$ cat config.mk
export PLATFORM = sky130hd
export DESIGN_NAME = instr_boundary_decoder_mx_flags_top
export DESIGN_NICKNAME = d
export VERILOG_FILES = /design/src/hw/rtl/ibd_pkg.sv /design/src/hw/rtl/ibd_decode.sv /design/src/hw/rtl/instr_boundary_decoder_mx_flags_top.sv
export SDC_FILE = /design/constraint.sdc
export NUM_CORES = 1
export LEC_CHECK = 0
export ABC_AREA = 1
export CAP_MARGIN = 10
export CORE_ASPECT_RATIO = 2
export CORE_MARGIN = 1.5
export CORE_UTILIZATION = 56
export DETAILED_ROUTE_END_ITERATION = 10
export DONT_BUFFER_PORTS = 1
export PLACE_DENSITY_LB_ADDON = 0.15
export SLEW_MARGIN = 25
export SYNTH_ARGS = -nofsm -noshare
export SYNTH_HDL_FRONTEND = slang
export SYNTH_SLANG_ARGS = --single-unit
$ cat constraint.sdc
create_clock -name clk -period 4.6 [get_ports clk]
set_input_delay 0.69 -clock clk [delete_from_list [all_inputs] [get_ports clk]]
set_output_delay 0.69 -clock clk [all_outputs]
set_load 0.02 [all_outputs]
$ cat src/hw/rtl/ibd_pkg.sv
// shared types, opcode constants and length table for the instruction boundary decoder
`timescale 1ns / 1ps

package ibd_pkg;

  localparam logic [15:0] ORIGIN_RESET = 16'h2000;

  localparam logic [7:0] OP_REP = 8'hC2;
  localparam logic [7:0] OP_SEP = 8'hE2;

  localparam int MFLAG_BIT = 5;
  localparam int XFLAG_BIT = 4;

  typedef enum logic [3:0] {
    MODE_IMPLIED  = 4'd0,
    MODE_IMM      = 4'd1,
    MODE_REL      = 4'd2,
    MODE_REL_LONG = 4'd3,
    MODE_DP       = 4'd4,
    MODE_DP_X     = 4'd5,
    MODE_ABS      = 4'd6,
    MODE_ABS_X    = 4'd7,
    MODE_ABS_Y    = 4'd8,
    MODE_DP_IND   = 4'd9,
    MODE_DP_LONG  = 4'd10,
    MODE_SR       = 4'd11,
    MODE_SR_IND_Y = 4'd12
  } mode_t;

  typedef struct packed {
    mode_t      mode;
    logic [1:0] len;
  } class_t;

  // decoder state that does not depend on the offset width
  typedef struct packed {
    logic [1:0] rem;
    logic [7:0] held_op;
    logic [7:0] held_low;
    mode_t      held_mode;
    logic [1:0] held_len;
    logic       acc_narrow;
    logic       idx_narrow;
  } dec_state_t;

  typedef struct packed {
    logic        trunc;
    logic [15:0] operand;
    logic [1:0]  len;
    mode_t       mode;
    logic [7:0]  opcode;
    logic [15:0] addr;
  } result_t;

  function automatic class_t classify(input logic [7:0] op, input logic acc_n,
                                      input logic idx_n);
    class_t c;
    unique case (op)
      8'hA9, 8'h69, 8'hE9, 8'hC9: begin
        c.mode = MODE_IMM;
        c.len  = acc_n ? 2'd2 : 2'd3;
      end
      8'hA2, 8'hA0, 8'hE0, 8'hC0: begin
        c.mode = MODE_IMM;
        c.len  = idx_n ? 2'd2 : 2'd3;
      end
      OP_REP, OP_SEP: begin
        c.mode = MODE_IMM;
        c.len  = 2'd2;
      end
      8'h10, 8'h30, 8'h50, 8'h70, 8'h90, 8'hB0, 8'hD0, 8'hF0, 8'h80: begin
        c.mode = MODE_REL;
        c.len  = 2'd2;
      end
      8'h82: begin
        c.mode = MODE_REL_LONG;
        c.len  = 2'd3;
      end
      8'hA5, 8'h85, 8'hA6, 8'h65, 8'hE5: begin
        c.mode = MODE_DP;
        c.len  = 2'd2;
      end
      8'hB5, 8'h95, 8'h75, 8'hF5: begin
        c.mode = MODE_DP_X;
        c.len  = 2'd2;
      end
      8'hAD, 8'h8D, 8'h6D, 8'hED, 8'h20: begin
        c.mode = MODE_ABS;
        c.len  = 2'd3;
      end
      8'hBD, 8'h9D, 8'h7D, 8'hFD: begin
        c.mode = MODE_ABS_X;
        c.len  = 2'd3;
      end
      8'hB9, 8'h99, 8'h79, 8'hF9: begin
        c.mode = MODE_ABS_Y;
        c.len  = 2'd3;
      end
      8'hB2, 8'h92, 8'h72, 8'hF2: begin
        c.mode = MODE_DP_IND;
        c.len  = 2'd2;
      end
      8'hA7, 8'h87: begin
        c.mode = MODE_DP_LONG;
        c.len  = 2'd2;
      end
      8'hA3, 8'h83: begin
        c.mode = MODE_SR;
        c.len  = 2'd2;
      end
      8'hB3, 8'h93: begin
        c.mode = MODE_SR_IND_Y;
        c.len  = 2'd2;
      end
      default: begin
        c.mode = MODE_IMPLIED;
        c.len  = 2'd1;
      end
    endcase
    return c;
  endfunction

endpackage

$ cat src/hw/rtl/ibd_decode.sv
// per-byte decode step: next decoder state, offsets and the finished instruction
`timescale 1ns / 1ps

module ibd_decode #(
  parameter int OFFSET_BITS = 16
) (
  input  ibd_pkg::dec_state_t     st,
  input  logic [OFFSET_BITS-1:0]  byte_offset,
  input  logic [OFFSET_BITS-1:0]  start_offset,
  input  logic [15:0]             origin,
  input  logic [7:0]              code_byte,
  input  logic                    last_byte,
  output ibd_pkg::dec_state_t     st_nxt,
  output logic [OFFSET_BITS-1:0]  byte_offset_nxt,
  output logic [OFFSET_BITS-1:0]  start_offset_nxt,
  output logic                    emit,
  output ibd_pkg::result_t        res
);
  import ibd_pkg::*;

  class_t                 cls;
  logic [OFFSET_BITS-1:0] start_cur;

  assign cls       = classify(code_byte, st.acc_narrow, st.idx_narrow);
  assign start_cur = (st.rem == 2'd0) ? byte_offset : start_offset;

  always_comb begin
    st_nxt           = st;
    start_offset_nxt = start_cur;
    emit             = 1'b0;
    res.addr         = origin + 16'(start_cur);
    res.opcode       = st.held_op;
    res.mode         = st.held_mode;
    res.len          = st.held_len;
    res.operand      = 16'd0;
    res.trunc        = 1'b0;

    if (st.rem == 2'd0) begin
      res.opcode = code_byte;
      res.mode   = cls.mode;
      res.len    = cls.len;
      if (cls.len == 2'd1) begin
        emit = 1'b1;
      end else begin
        st_nxt.held_op   = code_byte;
        st_nxt.held_mode = cls.mode;
        st_nxt.held_len  = cls.len;
        st_nxt.rem       = 2'(cls.len - 2'd1);
        if (last_byte) begin
          // section ended right after the opcode
          emit       = 1'b1;
          res.trunc  = 1'b1;
          st_nxt.rem = 2'd0;
        end
      end
    end else if (st.rem == 2'd2) begin
      st_nxt.held_low = code_byte;
      st_nxt.rem      = 2'd1;
      if (last_byte) begin
        emit        = 1'b1;
        res.trunc   = 1'b1;
        res.operand = {8'd0, code_byte};
        st_nxt.rem  = 2'd0;
      end
    end else begin
      emit        = 1'b1;
      res.operand = (st.held_len == 2'd3) ? {code_byte, st.held_low} : {8'd0, code_byte};
      st_nxt.rem  = 2'd0;
    end

    // width flags follow a finished rep/sep
    if (emit && res.opcode == OP_SEP) begin
      if (res.operand[MFLAG_BIT]) st_nxt.acc_narrow = 1'b1;
      if (res.operand[XFLAG_BIT]) st_nxt.idx_narrow = 1'b1;
    end else if (emit && res.opcode == OP_REP) begin
      if (res.operand[MFLAG_BIT]) st_nxt.acc_narrow = 1'b0;
      if (res.operand[XFLAG_BIT]) st_nxt.idx_narrow = 1'b0;
    end

    byte_offset_nxt = last_byte ? '0 : byte_offset + 1'b1;
  end

endmodule

$ cat src/hw/rtl/instr_boundary_decoder_mx_flags_top.sv
// top level of the 65c816 instruction boundary decoder with m/x width tracking
`timescale 1ns / 1ps

// Takes one code byte per request and returns one request per complete
// instruction: address, opcode, addressing mode, length and operand. Each
// byte passes through the input register, then the decode table and byte
// counter into the result register, and a new byte is accepted every cycle
// while the result register is free or being drained. REP and SEP update the
// accumulator and index width flags as they complete. A section ending
// mid-instruction gives a result with the missing bytes as zero and the
// truncated flag set; the next byte starts a new section at code_origin.
// code_origin is written through cfg_wr_en/cfg_wr_data.
module instr_boundary_decoder_mx_flags_top #(
  parameter int OFFSET_BITS = 16
) (
  input  logic        clk,
  input  logic        rst_n,
  input  logic        cfg_wr_en,
  input  logic [15:0] cfg_wr_data,    // code_origin
  input  logic        in_tvalid,
  output logic        in_tready,
  input  logic [7:0]  in_tdata,       // code_byte
  input  logic        in_tlast,       // last_byte
  output logic        out_tvalid,
  input  logic        out_tready,
  output logic [47:0] out_tdata,      // instruction_address, opcode_byte, addressing_mode,
                                      // instruction_length, operand_value, zero pad
  output logic        out_tuser       // truncated
);
  import ibd_pkg::*;

  logic [15:0]            origin_r;
  logic                   s1_valid_r;
  logic [7:0]             s1_byte_r;
  logic                   s1_last_r;
  dec_state_t             st_r;
  dec_state_t             st_nxt;
  logic [OFFSET_BITS-1:0] byte_offset_r;
  logic [OFFSET_BITS-1:0] byte_offset_nxt;
  logic [OFFSET_BITS-1:0] start_offset_r;
  logic [OFFSET_BITS-1:0] start_offset_nxt;
  logic                   emit;
  result_t                res;
  logic                   out_valid_r;
  result_t                out_res_r;
  logic                   out_free;
  logic                   s1_adv;

  ibd_decode #(
    .OFFSET_BITS(OFFSET_BITS)
  ) u_decode (
    .st               (st_r),
    .byte_offset      (byte_offset_r),
    .start_offset     (start_offset_r),
    .origin           (origin_r),
    .code_byte        (s1_byte_r),
    .last_byte        (s1_last_r),
    .st_nxt           (st_nxt),
    .byte_offset_nxt  (byte_offset_nxt),
    .start_offset_nxt (start_offset_nxt),
    .emit             (emit),
    .res              (res)
  );

  assign out_free  = !out_valid_r || out_tready;
  // a byte that finishes nothing never waits on the output side
  assign s1_adv    = s1_valid_r && (!emit || out_free);
  assign in_tready = !s1_valid_r || s1_adv;

  always_ff @(posedge clk) begin
    if (!rst_n) begin
      origin_r       <= ORIGIN_RESET;
      s1_valid_r     <= 1'b0;
      out_valid_r    <= 1'b0;
      st_r           <= '{rem: 2'd0, held_op: 8'd0, held_low: 8'd0, held_mode: MODE_IMPLIED,
                          held_len: 2'd1, acc_narrow: 1'b1, idx_narrow: 1'b1};
      byte_offset_r  <= '0;
      start_offset_r <= '0;
    end else begin
      if (cfg_wr_en) begin
        origin_r <= cfg_wr_data;
      end
      if (in_tready) begin
        s1_valid_r <= in_tvalid;
      end
      if (s1_adv) begin
        st_r           <= st_nxt;
        byte_offset_r  <= byte_offset_nxt;
        start_offset_r <= start_offset_nxt;
      end
      if (s1_adv && emit) begin
        out_valid_r <= 1'b1;
      end else if (out_tready) begin
        out_valid_r <= 1'b0;
      end
    end
  end

  always_ff @(posedge clk) begin
    if (in_tready && in_tvalid) begin
      s1_byte_r <= in_tdata;
      s1_last_r <= in_tlast;
    end
    if (s1_adv && emit) begin
      out_res_r <= res;
    end
  end

  assign out_tvalid = out_valid_r;
  assign out_tdata  = {2'b00, out_res_r.operand, out_res_r.len, out_res_r.mode,
                       out_res_r.opcode, out_res_r.addr};
  assign out_tuser  = out_res_r.trunc;

endmodule

* Yosys cells after proc, flatten, opt, wreduce, memory -nomap -nowiden
Index checks and enable logic that the tools add are counted.
** Cells by class
- Reduce and logical (&&, ||, !) cells :: 32
- Equality and inequality tests :: 62
- Add/sub/neg operators :: 3
- Bitwise operators :: 2
- Mux-type cells :: 30
** Operators by type and width (count)
- 8-bit equality test (second input constant) :: 42
- 6-bit case mux with 14 select lines :: 1
- 8-bit by 7-bit equality test with 1-bit output (second input constant) :: 9
- 16-bit two-way mux :: 4
- 4-bit OR reduction :: 6
- 1-bit two-way mux :: 17
- 17-bit two-way mux :: 1
- 16-bit by 1-bit adder with 16-bit output (second input constant) :: 1
- 16-bit adder :: 1
- 8-bit by 6-bit equality test with 1-bit output (second input constant) :: 2
- 14-bit two-way mux :: 1
- 10-bit two-way mux :: 1
- 2-bit != test (second input constant) :: 5
- 5-bit OR reduction :: 2
- 9-bit OR reduction :: 1
- 8-bit by 5-bit equality test with 1-bit output (second input constant) :: 1
- 2-bit two-way mux :: 4
- 4-bit AND reduction :: 2
- 2-bit OR reduction :: 4
- 6-bit two-way mux :: 1
- 3-bit AND reduction :: 2
- 1-bit logical AND :: 5
- 2-bit equality test (second input constant) :: 2
- 2-bit nonzero test :: 2
- other kinds (7) :: 12
** Word-level totals
- Output and inout port bits :: 51
- Bits in registers :: 132
- Input port bits :: 30
- Word-level logic and storage cells :: 150

* Logic depth before layout (Yosys ltp)
- Depth in word-level cells :: 11
- Gate-level depth with buffers :: 18
- Depth with buffers taken out :: 15

* Modules after synthesis
From an unflattened synthesis, not the netlist that was laid out.
** Unflattened totals
- Cells, all modules :: 977
- Area total of the unflattened synthesis :: 7322.0 µm²
** Modules (own cells, without submodules)
- instr_boundary_decoder_mx_flags_top :: instances 1, cells each 517, seq. area each 3203.1 µm², area each 4899.7 µm²
- ibd_decode :: instances 1, cells each 460, seq. area each 0.0 µm², area each 2422.3 µm²

* Worst setup path before layout
OpenSTA, ideal clock, no wires.
- Path kind :: flip-flop to flip-flop
- From :: register st_r[25] (netlist bit)
- To :: register out_res_r (netlist bit out_tdata[12]) (data pin)
- Library setup time :: 0.259 ns
- Data required time :: 4.341 ns
- Path slack :: 1.586 ns
- Arrival :: 2.755 ns
- Buffers on the path :: 3
- Cell stages (with the launch flop) :: 19
- Cell sequence :: dfxtp_1 > nor2_1 > buf_2 > clkbuf_1 > clkbuf_1 > nand2_1 > o21ai_0 > ha_1 > inv_1 > fa_1 > nand3b_1 > nand2_1 > nand4_1 > o211ai_1 > nand3_1 > nand2_1 > nand3_1 > nand2_1 > xor2_1
** RTL lines
- from (decl) :: line instr_boundary_decoder_mx_flags_top.sv:36 : dec_state_t st_r;
- from (signal assigned) :: line instr_boundary_decoder_mx_flags_top.sv:75 : st_r <= '{rem: 2'd0, held_op: 8'd0, held_low: 8'd0, held_mode: MODE_IMPLIED,
- from (signal assigned) :: line instr_boundary_decoder_mx_flags_top.sv:87 : st_r <= st_nxt;
- to (signal assigned) :: line instr_boundary_decoder_mx_flags_top.sv:105 : out_res_r <= res;
- to (decl) :: line instr_boundary_decoder_mx_flags_top.sv:45 : result_t out_res_r;

* Worst setup path after layout
- From :: register s1_byte_r[7]
- To :: output in_tready
** Between the ends
- Cells in the longest elaborated chain, start to end :: 10
- Elaborated cells on any way between the ends :: 73
** Ends and longest elaborated chain
- from (decl) :: line instr_boundary_decoder_mx_flags_top.sv:34 : logic [7:0] s1_byte_r;
- from (signal assigned) :: line instr_boundary_decoder_mx_flags_top.sv:101 : s1_byte_r <= in_tdata;
- 8-bit by 5-bit equality test with 1-bit output (tied with other cells) :: line ibd_pkg.sv:58 : unique case (op)
- 9-bit OR reduction (tied with other cells) :: line ibd_pkg.sv:58
- 6-bit case mux with 14 select lines (*) :: line ibd_pkg.sv:58
- 2-bit by 1-bit equality test with 1-bit output (*) :: line ibd_decode.sv:42 : if (cls.len == 2'd1) begin
- 1-bit two-way mux (*) :: line ibd_decode.sv:42
- 1-bit two-way mux (*) :: line ibd_decode.sv:38 : if (st.rem == 2'd0) begin
- 1-bit logical NOT (*) :: line instr_boundary_decoder_mx_flags_top.sv:67 : assign s1_adv = s1_valid_r && (!emit || out_free);
- 1-bit logical OR (*) :: line instr_boundary_decoder_mx_flags_top.sv:67
- 1-bit logical AND (*) :: line instr_boundary_decoder_mx_flags_top.sv:67
- 1-bit logical OR (*) :: line instr_boundary_decoder_mx_flags_top.sv:68 : assign in_tready = !s1_valid_r || s1_adv;
- to (decl) :: line instr_boundary_decoder_mx_flags_top.sv:21 : output logic in_tready,
Mark *: on every way between the ends. The rest lies on a longest branch, timed or not.

==> flow_summary.json <==
{
  "final_core_util_pct": 63.2,
  "async_flop_share_pct": 0,
  "synth_top_cell_area_share_pct": 25.5,
  "firstDrtPassIters": 5,
  "ys_warn_count": 0,
  "yosys.area.top_type": "edfxtp_1",
  "synthCells": 816,
  "antenna_found_initial": 0,
  "p_leak_nw": 3.09,
  "drive_gt1_share_pct": 8.09,
  "slew_violations": 0,
  "grt_pass1_wl_mm": 27.0,
  "cts_max_level": 4,
  "power_frac_comb_pct": 7.2,
  "cts_root_buf": "clkbuf_16",
  "r2r_slack_ns": 1.43,
  "slowest_stage": "edfxtp_1",
  "crit_type": "reg2out",
  "p_int_mw": 2.26,
  "fin_crit_sh_pct": 69.2,
  "grt_use_total_pct": 29.3,
  "syn_area_per_cell_um2": 8.08,
  "maxCapViolCount": 0,
  "drc_errors": 0,
  "final_cell_mix": "nand2_1 (174), nor2_1 (130), dfxtp_1 (76), inv_1 (73), o21ai_0 (64)",
  "diodes": 0,
  "hold_start": "rst_n",
  "ctsResizeCount": 0,
  "fmax_mhz": 314,
  "holdCritPathClass": "in2reg",
  "antenna_left": 0,
  "gr-total-overflow": 0,
  "start_kind": "flop",
  "cts_buffers": 17,
  "io_pins": 81,
  "die_x_um": 79.7,
  "setup_viol": 0,
  "crit_chain": "nand2_2 -> nand2_2 -> nand3_1 -> nand3_2 -> nor2_2 -> nand3_2 -> nand3_2 -> nand2_1 -> inv_1 -> nand3_1",
  "synth-simple-area-share_pct": 24.0,
  "setup_ws_ns": 1.42,
  "swShare_pct": 24.6,
  "cp_common_cell": "nand3_2",
  "critPathRequiredTime_ns": 3.91,
  "grt_pass1_vias": 5355,
  "routed_via_density": 5.61,
  "grt_max_degree": 57,
  "synth_edf_count": 56,
  "areaGrowthSynthToFinish_pct": 9.49,
  "core_area_um2": 11400,
  "clock_skew_ns": 0.0117,
  "clockBufferDepth": 2,
  "max_slew_margin_pct": 45.6,
  "dieArea_um2": 12500,
  "path_max_fanout": 11,
  "ys_top_cells_by_area": "edfxtp_1 (26%), dfxtp_1 (23%), nand2_1 (9.9%)",
  "fin_crit_ns": 3.18,
  "synth_compound_area_share_pct": 12.1,
  "dp_slack_ns": 1.49,
  "dr_total_vias": 5372,
  "whs_path_depth": 1,
  "seq_power_share_pct": 45.4,
  "cts_sinks": 132,
  "p_clk_share_pct": 47.3,
  "placed_area_um2": 6600,
  "port_buffers": 0,
  "drt_wl_total_mm": 17.1,
  "status": "finished, final reports clean",
  "syn_area_um2": 6590,
  "powerDensity_nw_per_um2": 415,
  "postCtsSetupBuffers": 0,
  "clkLatencyLatePin_ns": 0.42,
  "initial_core_util_pct": 57.7,
  "routabilityCongestion": 0.986,
  "critPathCaptureType": "output pin",
  "rsz0062_at_grt": "no",
  "final_area_um2": 7220,
  "startpoint": "s1_byte_r[7]",
  "synth_top_family_by_area": "simple AND/OR/NAND/NOR gates",
  "drt_iter0_drc": 267,
  "cp_slowest_stage_delay_ns": 0.61,
  "tightestPinTransition_ns": 0.813,
  "hold_viol_final": 0,
  "power_switching_mw": 0.735,
  "cts.hold.buffers_added": 0,
  "cts_tree": "built",
  "synth_seq_cells": 132,
  "final_nets": 850,
  "synth_fa_ha_area_share_pct": 3.34,
  "std_cell_rows": 55,
  "synth.mux.area_fraction_pct": 0,
  "synth-main-ff-cell": "dfxtp_1",
  "post_drt_wl_per_cell_um": 17.9,
  "peakVddDrop_uv": 297,
  "crit_arrival_ns": 2.49,
  "synth_xor_area_share_pct": 3.72,
  "holdWs_ns": 0.363,
  "cts.clk_slew.worst_paths_ns": 0.06,
  "synth.distinct_cells": 45,
  "mostFrequentLayoutCell": "nand2_1",
  "ys_seq_area_share_pct": 48.6,
  "tns_ns": 0,
  "hpwl_mm": 12.5,
  "die_y_um": 156,
  "reg2regPathDepth": 13,
  "timing.rr.start": "s1_byte_r[7]"
}
area by class of cell:
cell class                      instances  area (µm²)
Clock buffer                           19         433
Timing Repair Buffer                    5        37.5
Fill cell                            1055        4210
Inverter                               84         320
Multi-Input combinational cell        563        2860
Clock inverter                         13         184
Tap cell                              142         178
Sequential cell                       132        3200
critical path, delay by kind of cell, from the launching register on:
family / cells / cell delay, ns
AND/OR/NAND/NOR: 9 / 1.37
flip-flops: 1 / 0.61
buffers and inverters: 1 / 0.10
synthesized netlist by cell type, types with 6 or more instances:
master / count
clkbuf_1: 11
nor3_1: 6
o21ai_0: 64
edfxtp_1: 56
a21oi_1: 49
xor2_1: 24
nand4_1: 16
buf_2: 12
inv_1: 74
dfxtp_1: 76
buf_4: 8
a22oi_1: 8
ha_1: 16
nand2_1: 174
nor2_1: 131
inv_2: 6
nand3_1: 23
routing by layer:
metal | vias to the layer above | global-route usage [%] | wire length [µm]
met1 | 2548 | 26.7 | 5830
met4 | 0 | 17.3 | 887
met5 | - | 0 | 0
li1 | 2649 | - | -
met3 | 47 | 4.78 | 412
met2 | 128 | 57.4 | 10000
through the flow:
step                total power, mW  cells
finish                         2.99    958
global route                   3.09    958
CTS                            3.01    958
detailed placement             1.60    926
global placement               1.59    926
floorplan                      1.54    817
power by group through the flow:
stage	Sequential (mW)	Combinational, mW	Clock (mW)
2_1_floorplan	1.36	0.183	0
3_3_place_gp	1.38	0.210	0
3_5_place_dp	1.38	0.215	0
4_1_cts	1.36	0.217	1.43
5_1_grt	1.36	0.244	1.48
6_report	1.36	0.216	1.42
final timing paths:
check	end
hold reg to reg	start_offset_r[2]
setup / recovery	in_tready
setup reg to reg	out_tdata[11]
hold / removal	origin_r[13]
flip-flops by register name, summed over array words and instances (netlist names):
register / count
start_offset_r: 16
out_tdata: 46
s1_last_r: 1
out_tvalid: 1
s1_valid_r: 1
s1_byte_r: 8
origin_r: 16
out_tuser: 1
byte_offset_r: 16
st_r: 26
logic make-up (layout without fill, tap and decap cells):
logic type               count (synthesis)  count (layout)
AND/OR/NAND/NOR                        374             374
AO/OA/AOI/OAI                          142             142
flip-flops                             132             132
buffers and inverters                  122             121
XOR/XNOR                                28              28
adder cells (fa/ha/maj)                 17              17
other                                    1               2
(Power assumes the default switching activity.)
